## config.mk

```make
export PLATFORM = sky130hd
export DESIGN_NAME = srtf_preemptive_scheduler_top
export DESIGN_NICKNAME = d
export VERILOG_FILES = /design/src/rtl/srtf_pkg.sv /design/src/rtl/srtf_cell.sv /design/src/rtl/srtf_seq.sv /design/src/rtl/srtf_preemptive_scheduler_top.sv
export VERILOG_INCLUDE_DIRS = /design/src /design/src/rtl
export SDC_FILE = /design/constraint.sdc
export NUM_CORES = 2
export LEC_CHECK = 0
export BUFFER_PORTS_ARGS = -buffer_cell sky130_fd_sc_hd__clkbuf_2
export CAP_MARGIN = 20
export CORE_MARGIN = 2
export CORE_UTILIZATION = 33
export DETAILED_ROUTE_END_ITERATION = 8
export GPL_TIMING_DRIVEN = 0
export SKIP_LAST_GASP = 1
export SLEW_MARGIN = 20
export SYNTH_ARGS = -nofsm -noshare
export SYNTH_HDL_FRONTEND = slang
export SYNTH_HIERARCHICAL = 1
export SYNTH_SLANG_ARGS = --single-unit
```

## constraint.sdc

```tcl
create_clock -name clk -period 4.2 [get_ports clk]
set_input_delay 0.84 -clock clk [delete_from_list [all_inputs] [get_ports clk]]
set_output_delay 0.84 -clock clk [all_outputs]
set_load 0.05 [all_outputs]
```

## src/rtl/srtf_preemptive_scheduler_top_macros.svh

```systemverilog
// ----------------------------------------------------------------------------
// SRTF scheduler assertion macros
// Shorthand for the concurrent checks used in the scheduler RTL.
// ----------------------------------------------------------------------------
`ifndef SRTF_PREEMPTIVE_SCHEDULER_TOP_MACROS_SVH
`define SRTF_PREEMPTIVE_SCHEDULER_TOP_MACROS_SVH

// cons must hold in the same cycle as ante
`define SRTF_ASSERT_IMPLY(lbl, clk, rst, ante, cons) \
  lbl: assert property (@(posedge clk) disable iff (rst) (ante) |-> (cons)) \
    else $error("srtf: implication check failed");

// expr must never be true
`define SRTF_ASSERT_NEVER(lbl, clk, rst, expr) \
  lbl: assert property (@(posedge clk) disable iff (rst) !(expr)) \
    else $error("srtf: forbidden condition seen");

// cons must hold in the cycle after ante
`define SRTF_ASSERT_NEXT(lbl, clk, rst, ante, cons) \
  lbl: assert property (@(posedge clk) disable iff (rst) (ante) |=> (cons)) \
    else $error("srtf: next-cycle check failed");

`endif

```

## src/rtl/srtf_pkg.sv

```systemverilog
// ----------------------------------------------------------------------------
// SRTF scheduler package
// Sizes, opcodes, sequencer states and the structs shared by cells and
// sequencer.
// ----------------------------------------------------------------------------
package srtf_pkg;

  localparam int SLOTS        = 16;
  localparam int TIME_WIDTH   = 16;
  localparam int IDX_W        = $clog2(SLOTS);
  localparam int OP_W         = 2;
  localparam int SLOT_FIELD_W = 4;
  localparam int FIELD_W      = 16;

  localparam logic [TIME_WIDTH-1:0] TIME_MAX = '1;

  typedef logic [TIME_WIDTH-1:0] time_t;
  typedef logic [IDX_W-1:0]      idx_t;

  typedef enum logic [OP_W-1:0] {
    OP_LOAD  = 2'd0,
    OP_TICK  = 2'd1,
    OP_CLEAR = 2'd2,
    OP_NOP   = 2'd3
  } op_e;

  typedef enum logic [1:0] {
    ST_IDLE,
    ST_SCAN,
    ST_CALC,
    ST_EMIT
  } state_e;

  // best-so-far candidate travelling down the cell row
  typedef struct packed {
    logic  found;
    time_t rem;
    time_t arr;
    time_t burst;
    idx_t  idx;
  } cand_t;

  // broadcast from the sequencer to every cell
  typedef struct packed {
    logic  load;
    logic  clear;
    logic  dec;
    idx_t  wr_slot;
    idx_t  dec_slot;
    time_t arrival;
    time_t burst;
    time_t now;
  } cell_ctl_t;

endpackage

```

## src/rtl/srtf_cell.sv

```systemverilog
// ----------------------------------------------------------------------------
// SRTF slot cell
// Holds one process slot and merges itself into the passing candidate.
// ----------------------------------------------------------------------------
module srtf_cell (
  input  logic                 clk,
  input  logic                 rst,
  input  srtf_pkg::idx_t       idx,
  input  srtf_pkg::cell_ctl_t  ctl,
  input  logic                 cin_valid,
  input  srtf_pkg::cand_t      cin,
  output logic                 cout_valid,
  output srtf_pkg::cand_t      cout
);

  srtf_pkg::time_t arr;
  srtf_pkg::time_t burst;
  srtf_pkg::time_t rem;
  logic            ready;
  logic            take;
  srtf_pkg::cand_t cand_next;

  // slot state; only remaining time needs clearing, empty slots are never read
  always_ff @(posedge clk) begin
    if (rst) begin
      rem <= '0;
    end else if (ctl.clear) begin
      rem <= '0;
    end else if (ctl.load && ctl.wr_slot == idx) begin
      rem <= ctl.burst;
    end else if (ctl.dec && ctl.dec_slot == idx) begin
      rem <= rem - srtf_pkg::time_t'(1);
    end
  end

  always_ff @(posedge clk) begin
    if (ctl.load && ctl.wr_slot == idx) begin
      arr   <= ctl.arrival;
      burst <= ctl.burst;
    end
  end

  // ties: earlier arrival wins, then the lower slot (already upstream)
  always_comb begin
    ready = (rem != '0) && (arr <= ctl.now);
    take  = ready && (!cin.found || (rem < cin.rem) ||
                      ((rem == cin.rem) && (arr < cin.arr)));
    if (take) begin
      cand_next = '{found: 1'b1, rem: rem, arr: arr, burst: burst, idx: idx};
    end else begin
      cand_next = cin;
    end
  end

  always_ff @(posedge clk) begin
    if (rst) begin
      cout_valid <= 1'b0;
    end else begin
      cout_valid <= cin_valid;
    end
  end

  always_ff @(posedge clk) begin
    cout <= cand_next;
  end

endmodule

```

## src/rtl/srtf_seq.sv

```systemverilog
// ----------------------------------------------------------------------------
// SRTF sequencer
// Takes items, drives the cell row, works out the result and holds it in
// the output register.
// ----------------------------------------------------------------------------
`include "srtf_preemptive_scheduler_top_macros.svh"

module srtf_seq (
  input  logic                                  clk,
  input  logic                                  rst,
  input  logic                                  in_valid,
  output logic                                  in_ready,
  input  logic [srtf_pkg::OP_W-1:0]             in_opcode,
  input  logic [srtf_pkg::SLOT_FIELD_W-1:0]     in_slot,
  input  logic [srtf_pkg::FIELD_W-1:0]          in_arrival,
  input  logic [srtf_pkg::FIELD_W-1:0]          in_burst,
  output logic                                  head_valid,
  output srtf_pkg::cand_t                       head,
  input  logic                                  tail_valid,
  input  srtf_pkg::cand_t                       tail,
  output srtf_pkg::cell_ctl_t                   ctl,
  output logic                                  out_valid,
  input  logic                                  out_ready,
  output logic                                  out_ran,
  output logic [srtf_pkg::SLOT_FIELD_W-1:0]     out_slot,
  output logic                                  out_finished,
  output logic [srtf_pkg::FIELD_W-1:0]          out_finish_time,
  output logic [srtf_pkg::FIELD_W-1:0]          out_turnaround,
  output logic [srtf_pkg::FIELD_W-1:0]          out_waiting,
  output logic [srtf_pkg::FIELD_W-1:0]          out_time_now
);

  srtf_pkg::state_e state;
  srtf_pkg::state_e state_next;
  srtf_pkg::time_t  cur_time;
  srtf_pkg::time_t  time_inc;
  srtf_pkg::cand_t  best;
  logic             res_ran;
  logic             res_fin;
  srtf_pkg::idx_t   res_slot;
  srtf_pkg::time_t  res_fin_time;
  srtf_pkg::time_t  res_tat;
  srtf_pkg::time_t  res_time_now;
  srtf_pkg::time_t  tat_calc;
  srtf_pkg::time_t  wait_calc;
  srtf_pkg::op_e    op;
  logic             accept;
  logic             out_free;
  logic             slot_ok;

  assign op       = srtf_pkg::op_e'(in_opcode);
  assign accept   = in_valid && in_ready;
  assign out_free = !out_valid || out_ready;
  assign slot_ok  = 32'(in_slot) < srtf_pkg::SLOTS;

  always_ff @(posedge clk) begin
    if (rst) begin
      state <= srtf_pkg::ST_IDLE;
    end else begin
      state <= state_next;
    end
  end

  always_comb begin
    state_next = state;
    unique case (state)
      srtf_pkg::ST_IDLE: begin
        if (in_valid) begin
          state_next = (op == srtf_pkg::OP_TICK) ? srtf_pkg::ST_SCAN : srtf_pkg::ST_EMIT;
        end
      end
      srtf_pkg::ST_SCAN: begin
        if (tail_valid) begin
          state_next = srtf_pkg::ST_CALC;
        end
      end
      srtf_pkg::ST_CALC: state_next = srtf_pkg::ST_EMIT;
      srtf_pkg::ST_EMIT: begin
        if (out_free) begin
          state_next = srtf_pkg::ST_IDLE;
        end
      end
      default: state_next = srtf_pkg::ST_IDLE;
    endcase
  end

  always_comb begin
    in_ready   = (state == srtf_pkg::ST_IDLE);
    head_valid = (state == srtf_pkg::ST_IDLE) && in_valid && (op == srtf_pkg::OP_TICK);
    head       = '0;
    ctl.load     = (state == srtf_pkg::ST_IDLE) && in_valid && (op == srtf_pkg::OP_LOAD)
                   && slot_ok;
    ctl.clear    = (state == srtf_pkg::ST_IDLE) && in_valid && (op == srtf_pkg::OP_CLEAR);
    ctl.dec      = (state == srtf_pkg::ST_CALC) && best.found;
    ctl.wr_slot  = srtf_pkg::IDX_W'(in_slot);
    ctl.dec_slot = best.idx;
    ctl.arrival  = srtf_pkg::TIME_WIDTH'(in_arrival);
    ctl.burst    = srtf_pkg::TIME_WIDTH'(in_burst);
    ctl.now      = cur_time;
  end

  always_ff @(posedge clk) begin
    if (rst) begin
      cur_time <= '0;
    end else if (accept && op == srtf_pkg::OP_CLEAR) begin
      cur_time <= '0;
    end else if (state == srtf_pkg::ST_CALC) begin
      cur_time <= time_inc;
    end
  end

  // finish time is known as soon as the tick is taken
  assign tat_calc  = (time_inc >= best.arr) ? time_inc - best.arr : '0;
  assign wait_calc = (res_tat >= best.burst) ? res_tat - best.burst : '0;

  always_ff @(posedge clk) begin
    if (accept) begin
      res_ran      <= 1'b0;
      res_fin      <= 1'b0;
      res_time_now <= cur_time;
      time_inc     <= (cur_time == srtf_pkg::TIME_MAX) ? srtf_pkg::TIME_MAX
                                                        : cur_time + srtf_pkg::time_t'(1);
    end else if (state == srtf_pkg::ST_CALC) begin
      res_ran      <= best.found;
      res_fin      <= best.found && (best.rem == srtf_pkg::time_t'(1));
      res_slot     <= best.idx;
      res_fin_time <= time_inc;
      res_tat      <= tat_calc;
    end
    if (state == srtf_pkg::ST_SCAN && tail_valid) begin
      best <= tail;
    end
  end

  always_ff @(posedge clk) begin
    if (rst) begin
      out_valid <= 1'b0;
    end else if (state == srtf_pkg::ST_EMIT && out_free) begin
      out_valid <= 1'b1;
    end else if (out_ready) begin
      out_valid <= 1'b0;
    end
  end

  always_ff @(posedge clk) begin
    if (state == srtf_pkg::ST_EMIT && out_free) begin
      out_ran         <= res_ran;
      out_slot        <= res_ran ? srtf_pkg::SLOT_FIELD_W'(res_slot) : '0;
      out_finished    <= res_fin;
      out_finish_time <= res_fin ? srtf_pkg::FIELD_W'(res_fin_time) : '0;
      out_turnaround  <= res_fin ? srtf_pkg::FIELD_W'(res_tat) : '0;
      out_waiting     <= res_fin ? srtf_pkg::FIELD_W'(wait_calc) : '0;
      out_time_now    <= srtf_pkg::FIELD_W'(res_time_now);
    end
  end

  `SRTF_ASSERT_IMPLY(a_tail_in_scan, clk, rst, tail_valid, state == srtf_pkg::ST_SCAN)
  `SRTF_ASSERT_IMPLY(a_dec_nonempty, clk, rst, ctl.dec, best.rem != '0)
  `SRTF_ASSERT_NEVER(a_one_cell_op, clk, rst, ctl.load && (ctl.clear || ctl.dec))
  `SRTF_ASSERT_IMPLY(a_fin_ran, clk, rst, out_valid && out_finished, out_ran)
  `SRTF_ASSERT_NEXT(a_tick_scans, clk, rst, head_valid, state == srtf_pkg::ST_SCAN)

endmodule

```

## src/rtl/srtf_preemptive_scheduler_top.sv

```systemverilog
// ----------------------------------------------------------------------------
// SRTF preemptive scheduler, top level
// Shortest-remaining-time-first scheduler over a row of slot cells.
// ----------------------------------------------------------------------------
//  channel   direction  carries
//  s_*       in         item: opcode (tuser), slot, arrival, burst (tdata)
//  m_*       out        item: ran, finished (tuser), slot and times (tdata)
//
//  In a tick item the best candidate walks the cell row one cell per cycle,
//  starting in the accept cycle; the sequencer then captures the tail, does
//  the update and turnaround, and fills the output register.
//  Load, clear and no-op items go from the accept straight to the output fill.
//  One item is in flight at a time; the next is taken while a result waits.
//  Reset empties every slot and zeroes time; a stalled m_tready holds the
//  finished item and the sequencer waits before writing the next one.
// ----------------------------------------------------------------------------
module srtf_preemptive_scheduler_top (
  input  logic        clk,
  input  logic        rst,
  input  logic        s_tvalid,
  output logic        s_tready,
  input  logic [39:0] s_tdata,   // slot[3:0], arrival_time[19:4], burst_time[35:20]
  input  logic [1:0]  s_tuser,   // opcode[1:0]
  output logic        m_tvalid,
  input  logic        m_tready,
  output logic [71:0] m_tdata,   // running_slot[3:0], finish_time[19:4],
                                 // turnaround[35:20], waiting_time[51:36],
                                 // time_now[67:52]
  output logic [1:0]  m_tuser    // ran[0], finished[1]
);

  // candidate chain: entry 0 is the head from the sequencer, last is the tail
  logic                     chain_valid [srtf_pkg::SLOTS+1];
  srtf_pkg::cand_t          chain       [srtf_pkg::SLOTS+1];
  srtf_pkg::cell_ctl_t      ctl;

  logic                              out_ran;
  logic [srtf_pkg::SLOT_FIELD_W-1:0] out_slot;
  logic                              out_finished;
  logic [srtf_pkg::FIELD_W-1:0]      out_finish_time;
  logic [srtf_pkg::FIELD_W-1:0]      out_turnaround;
  logic [srtf_pkg::FIELD_W-1:0]      out_waiting;
  logic [srtf_pkg::FIELD_W-1:0]      out_time_now;

  srtf_seq u_seq (
    .clk             (clk),
    .rst             (rst),
    .in_valid        (s_tvalid),
    .in_ready        (s_tready),
    .in_opcode       (s_tuser[1:0]),
    .in_slot         (s_tdata[3:0]),
    .in_arrival      (s_tdata[19:4]),
    .in_burst        (s_tdata[35:20]),
    .head_valid      (chain_valid[0]),
    .head            (chain[0]),
    .tail_valid      (chain_valid[srtf_pkg::SLOTS]),
    .tail            (chain[srtf_pkg::SLOTS]),
    .ctl             (ctl),
    .out_valid       (m_tvalid),
    .out_ready       (m_tready),
    .out_ran         (out_ran),
    .out_slot        (out_slot),
    .out_finished    (out_finished),
    .out_finish_time (out_finish_time),
    .out_turnaround  (out_turnaround),
    .out_waiting     (out_waiting),
    .out_time_now    (out_time_now)
  );

  // one cell per slot; lower slots sit upstream so they win full ties
  for (genvar i = 0; i < srtf_pkg::SLOTS; i++) begin : g_cell
    srtf_cell u_cell (
      .clk        (clk),
      .rst        (rst),
      .idx        (srtf_pkg::IDX_W'(i)),
      .ctl        (ctl),
      .cin_valid  (chain_valid[i]),
      .cin        (chain[i]),
      .cout_valid (chain_valid[i+1]),
      .cout       (chain[i+1])
    );
  end

  assign m_tuser = {out_finished, out_ran};
  assign m_tdata = {4'b0000, out_time_now, out_waiting, out_turnaround,
                    out_finish_time, out_slot};

endmodule

```

==> Word-level counts from Yosys, hierarchy flattened <==
Index checks and enable logic that the tools add are counted.
{ "totals": {"ff_bits": 1844, "in_bits": 46, "out_inout_bits": 76} }
{ "classes": {"addsub": 19, "n_lt_le_gt_ge": 48, "n_eq_ne": 55, "n_mux": 55, "bitwise_logic": 1, "n_reduce_logical": 174} }
{ "ops": {"columns": ["operator", "n"], "rows": [
  ["52-bit two-way mux", 15],
  ["16-bit two-way mux", 32],
  ["16-bit less-than comparator", 30],
  ["16-bit less-or-equal comparator", 16],
  ["16-bit nonzero test", 16],
  ["16-bit by 1-bit subtractor with 16-bit output (second input constant)", 16],
  ["16-bit equality test", 15],
  ["1-bit logical AND", 86],
  ["4-bit equality test (second input constant)", 16],
  ["53-bit two-way mux", 1],
  ["2-bit nonzero test", 17],
  ["4-bit by 3-bit equality test with 1-bit output (second input constant)", 8],
  ["16-bit >= comparator", 2],
  ["16-bit subtractor", 2],
  ["1-bit logical OR", 31],
  ["16-bit by 1-bit adder with 16-bit output (second input constant)", 1],
  ["16-bit by 1-bit equality test with 1-bit output (second input constant)", 1],
  ["16-bit equality test (second input constant)", 1],
  ["4-bit by 2-bit equality test with 1-bit output (second input constant)", 4],
  ["1-bit zero test", 16],
  ["4-bit by 1-bit equality test with 1-bit output (second input constant)", 2],
  ["4-bit zero test", 2],
  ["2-bit two-way mux", 4],
  ["2-bit case mux with 4 select lines", 1],
  ["10 further kinds", 17]
]} }

==> Longest topological paths before layout <==
{ "logic_depth": {"depth_word": 5, "ltp_mapped": 10, "mapped_depth_nobuf": 10} }

==> Hierarchy <==
Netlist, hierarchy kept.
{ "by_module_without_submodules": {"columns": ["module", "instances", "cells_per_inst", "area_per_inst_um2", "seq_area_each_um2"], "rows": [
  ["srtf_cell", 16, 421, 4808.4, 2362.3],
  ["srtf_seq", 1, 771, 9836.9, 6155.9],
  ["srtf_preemptive_scheduler_top", 1, 8, 52.6, 0.0]
]} }

==> Worst setup path before layout <==
OpenSTA, ideal clock, no wires.
{ "synth_path": {"path_kind": "input port to flip-flop", "from": "input m_tready", "to": "register u_seq/out_finish_time[0] (netlist name) (enable)", "setup_time_ps": 507, "t_arrival_ps": 4020, "setup_slack_ps": -328, "path_stages": 2, "path_buffers": 0, "path_cell_list": "nor2b_1 nor2b_1"} }
{ "synth_between": {"elab_chain_len": 2} }
{ "synth_lines": {"columns": ["element", "line", "source"], "rows": [
  ["start: declaration", "srtf_preemptive_scheduler_top.sv:25", "input logic m_tready,"],
  ["1-bit logical OR", "srtf_seq.sv:53", "assign out_free = !out_valid || out_ready;"],
  ["1-bit logical AND", "srtf_seq.sv:146", "if (state == srtf_pkg::ST_EMIT && out_free) begin"],
  ["end signal: assignment", "srtf_seq.sv:150", "out_finish_time <= res_fin ? srtf_pkg::FIELD_W'(res_fin_time) : '0;"],
  ["end: declaration", "srtf_seq.sv:27", "output logic [srtf_pkg::FIELD_W-1:0] out_finish_time,"]
]} }
Every way passes these cells.
A chain may end at the register's enable or synchronous reset.

==> flow_summary.ini <==
[clock_network]
post_cts_buffers = 0
clock-sinks = 1844
hold_buffers = 0
cts_made_buffers = 188
cts_tree = built
ctsLongestPathBuffers = 3
root_buffer = clkbuf_16
htree_num_levels = 4
clk_pin_slew_ns = 0.06
clk_latency_ns = 0.83

[route]
wl_mm = 238
dr.first_iter.drc_count = 3838
vias = 57400
post-route-drc-count = 0
viasPerCell = 4.86
drt-pass1-iter-count = 6
post_drt_wl_per_cell_um = 20.2
antenna_left = 0

[yosys]
synth_ff_type = dfxtp_1
synth_area_leaders = dfxtp_1 (26%), edfxtp_1 (24%), ha_1 (12%), mux2_2 (9.4%), inv_1 (4.0%)
syn_area_per_cell_um2 = 11.6
synth-seq-area-share = 0.506
netlist.area_leader.share = 0.263
synth_area_leader_cell = dfxtp_1
synthArstFlopShare = 0
ys_warn_count = 6
synth_edf_count = 703
yosys.cell_types.count = 73
synthCells = 7515
synth_area_um2 = 86800
ys_ff_latch = 1844

[power]
leakagePower_nw = 40.0
p_total_mw = 56.5
ir_worst_vdd_mv = 0.519
power_density_nw_per_um2 = 564

[layout]
layout-drive-gt1-share = 0.174
stdcell_count = 11800
syn_to_final_growth_pct = 15.2
final_nets = 8959
postLayoutCoreUtil = 0.382

[setup_path]
crit_path_start_kind = register
crit_start = u_seq/state[0]
cpLargestDelayFamily = buffers and inverters
cpMostUsedCell = clkbuf_1
cp-end-kind = register
worst-setup-path-type = reg -> reg
reg2reg_slack_ns = 0.18
cp_slowest_cell = nand4bb_1
crit_arrival_ns = 4.51
crit_chain = inv_1, ha_1, nand2_1, nor3_4, buf_8, buf_4, o21ai_0, nand4bb_1, clkbuf_1, clkbuf_1, clkinv_2, buf_16
cp_slowest_stage_delay_ns = 0.56
r2r_start = u_seq/state[0]
cp.required_ns = 4.69
crit_fanout = 17
crit_buf_inv = 7

[floorplan]
die_area_um2 = 267000
fp.dieH_um = 517
rows = 188
core_region_area_um2 = 262000
initial_core_util = 0.331
num_io_pins = 122
die_w_um = 517

[place]
io_buffers = 77
dpl.hpwl_mm = 172
dp_cells = 11400
place.gp.congestion = 0.870

[sta]
worst_pin_slew_ns = 0.926
hold_violations = 0
grt_setup_unrepaired = no
whs_ns = 0.375
slew_headroom = 0.381
setup_viol = 0
finalMaxSlewViolations = 0
min_period_ns = 4.02
finClkSkew_ns = 0.0539
fmax_mhz = 249
timing.final.crit_share = 0.957

[run]
maxCapViolCount = 0

[min_path]
hp-class = in -> reg
min-delay-start = m_tready

[global_route]
grt_pass1_wl_mm = 357
grt_use_total = 0.175
antenna_found_initial = 20
grt_max_degree = 54
first_global_vias = 58300
overflow = 0

[status]
status = finished, final reports clean
-- logic make-up (layout without fill, tap and decap cells) --
kind of cell / count (synthesis) / count (layout) / share of synthesized area
simple gates: 1296 / 1296 / 0.0797
mux: 885 / 885 / 0.114
compound gates: 1134 / 1134 / 0.0858
xor+xnor: 342 / 342 / 0.0345
other cells: 3 / 306 / 0.000130
flops: 1844 / 1844 / 0.506
buf+inv: 1204 / 1666 / 0.0634
fa+ha+maj: 807 / 807 / 0.116
-- per-stage QoR --
| step | area, um2 | setup TNS [ns] | setup WS [ns] |
|---|---|---|---|
| finish | 100000 | 0 | 0.180 |
| global route | 100000 | 0 | 0.0766 |
| CTS | 100000 | 0 | 0.00113 |
| detailed placement | 93400 | -15.20 | -0.318 |
| global placement | 92700 | -2127.06 | -3.40 |
| floorplan | 87900 | 0 | 0.707 |
-- worst reg2reg max path, cell delays in order, from the launching register on --
cell	delay, ns
dfxtp_1	0.33
inv_1	0.11
ha_1	0.29
nand2_1	0.18
nor3_4	0.42
buf_8	0.22
buf_4	0.23
o21ai_0	0.12
nand4bb_1	0.56
clkbuf_1	0.33
clkbuf_1	0.29
clkinv_2	0.37
buf_16	0.21
-- flip-flops by register name (all words and copies together) (netlist names), 2 cells and up --
register,flops
u_seq/out_slot,4
u_seq/res_fin_time,16
u_seq/res_tat,16
u_seq/ctl,4
u_seq/best,49
u_seq/out_finish_time,16
g_cell.u_cell/cout_valid,16
u_seq/out_time_now,16
u_seq/res_slot,4
u_seq/out_waiting,16
u_seq/res_time_now,16
u_seq/state,2
u_seq/out_turnaround,16
u_seq/time_inc,16
g_cell.u_cell/burst,256
u_seq/cur_time,16
g_cell.u_cell/cout,848
g_cell.u_cell/arr,256
g_cell.u_cell/rem,256
-- placed cells by master, fill, tap and decap left out, types with 19 or more instances in the layout --
master	n
nand3_1	67
ha_1	804
clkinv_2	48
clkbuf_2	78
dfxtp_1	1125
o21ai_0	229
and3_1	21
edfxtp_1	703
nand2_1	180
and2_1	84
clkbuf_16	193
nor3_1	91
nor2_1	345
mux2_1	96
nor2b_1	40
or3_1	19
nand2b_1	41
buf_6	81
mux2_2	722
clkbuf_8	24
buf_4	100
o31a_1	19
bufinv_16	22
nand4_1	167
clkbuf_1	140
nand4b_1	33
a211oi_1	149
a21o_1	75
xor2_1	151
inv_1	896
a21oi_1	392
mux2i_1	67
conb_1	297
xnor2_1	191
nor4_1	116
a221oi_1	20
-- layer usage --
metal  vias to the layer above  wire [um]  global-route usage
li1                      27700          -                   -
met1                     27900     104000               0.221
met2                      1410     115000               0.301
met3                       422      10600              0.0258
met4                         2       9000              0.0683
met5                         -         13                   0
-- power breakdown --
group	internal (mW)	leakage (nW)	switching, mW	total, mW
clock network	10.3	3.24	7.29	17.6
logic	6.29	20.9	7.42	13.7
registers	22.8	15.9	2.36	25.2
total	39.4	40.0	17.1	56.5
-- repair_timing --
action / in CTS / in global routing
gates cloned: 0 / 0
pin swaps: 0 / 0
gates resized for setup: 1 / 2
hold endpoints to repair: 0 / 0
endpoints found under the setup margin: 32 / 17
-- worst paths after layout --
| check | to | cells after the start |
|---|---|---|
| setup / recovery | g_cell[0].u_cell/burst[0] | 12 |
| hold / removal | u_seq/out_valid | 4 |
| hold reg to reg | u_seq/best[13] | 0 |
| setup reg to reg | g_cell[0].u_cell/burst[0] | 12 |
-- cell type report --
type	count	area (um2)
fill	25200	162000
sequential	1844	44000
multi-input combinational	4761	38500
clock buffer	251	5290
tap	3515	4400
inverter	914	3430
buffer	290	2070
clock inverter	104	1300
timing repair buffer	107	1060
antenna	9	22.5
-- Yosys cell counts, drive strengths merged, types with 75 or more instances --
library cell	instances
dfxtp	1141
inv	914
mux2	818
ha	805
edfxtp	703
a21oi	393
nor2	345
o21ai	230
xnor2	191
buf	182
nand2	180
nand4	167
a211oi	166
xor2	151
nor4	116
clkbuf	108
nor3	93
and2	85
a21o	75
No activity file was read; power rests on OpenSTA's default activity.
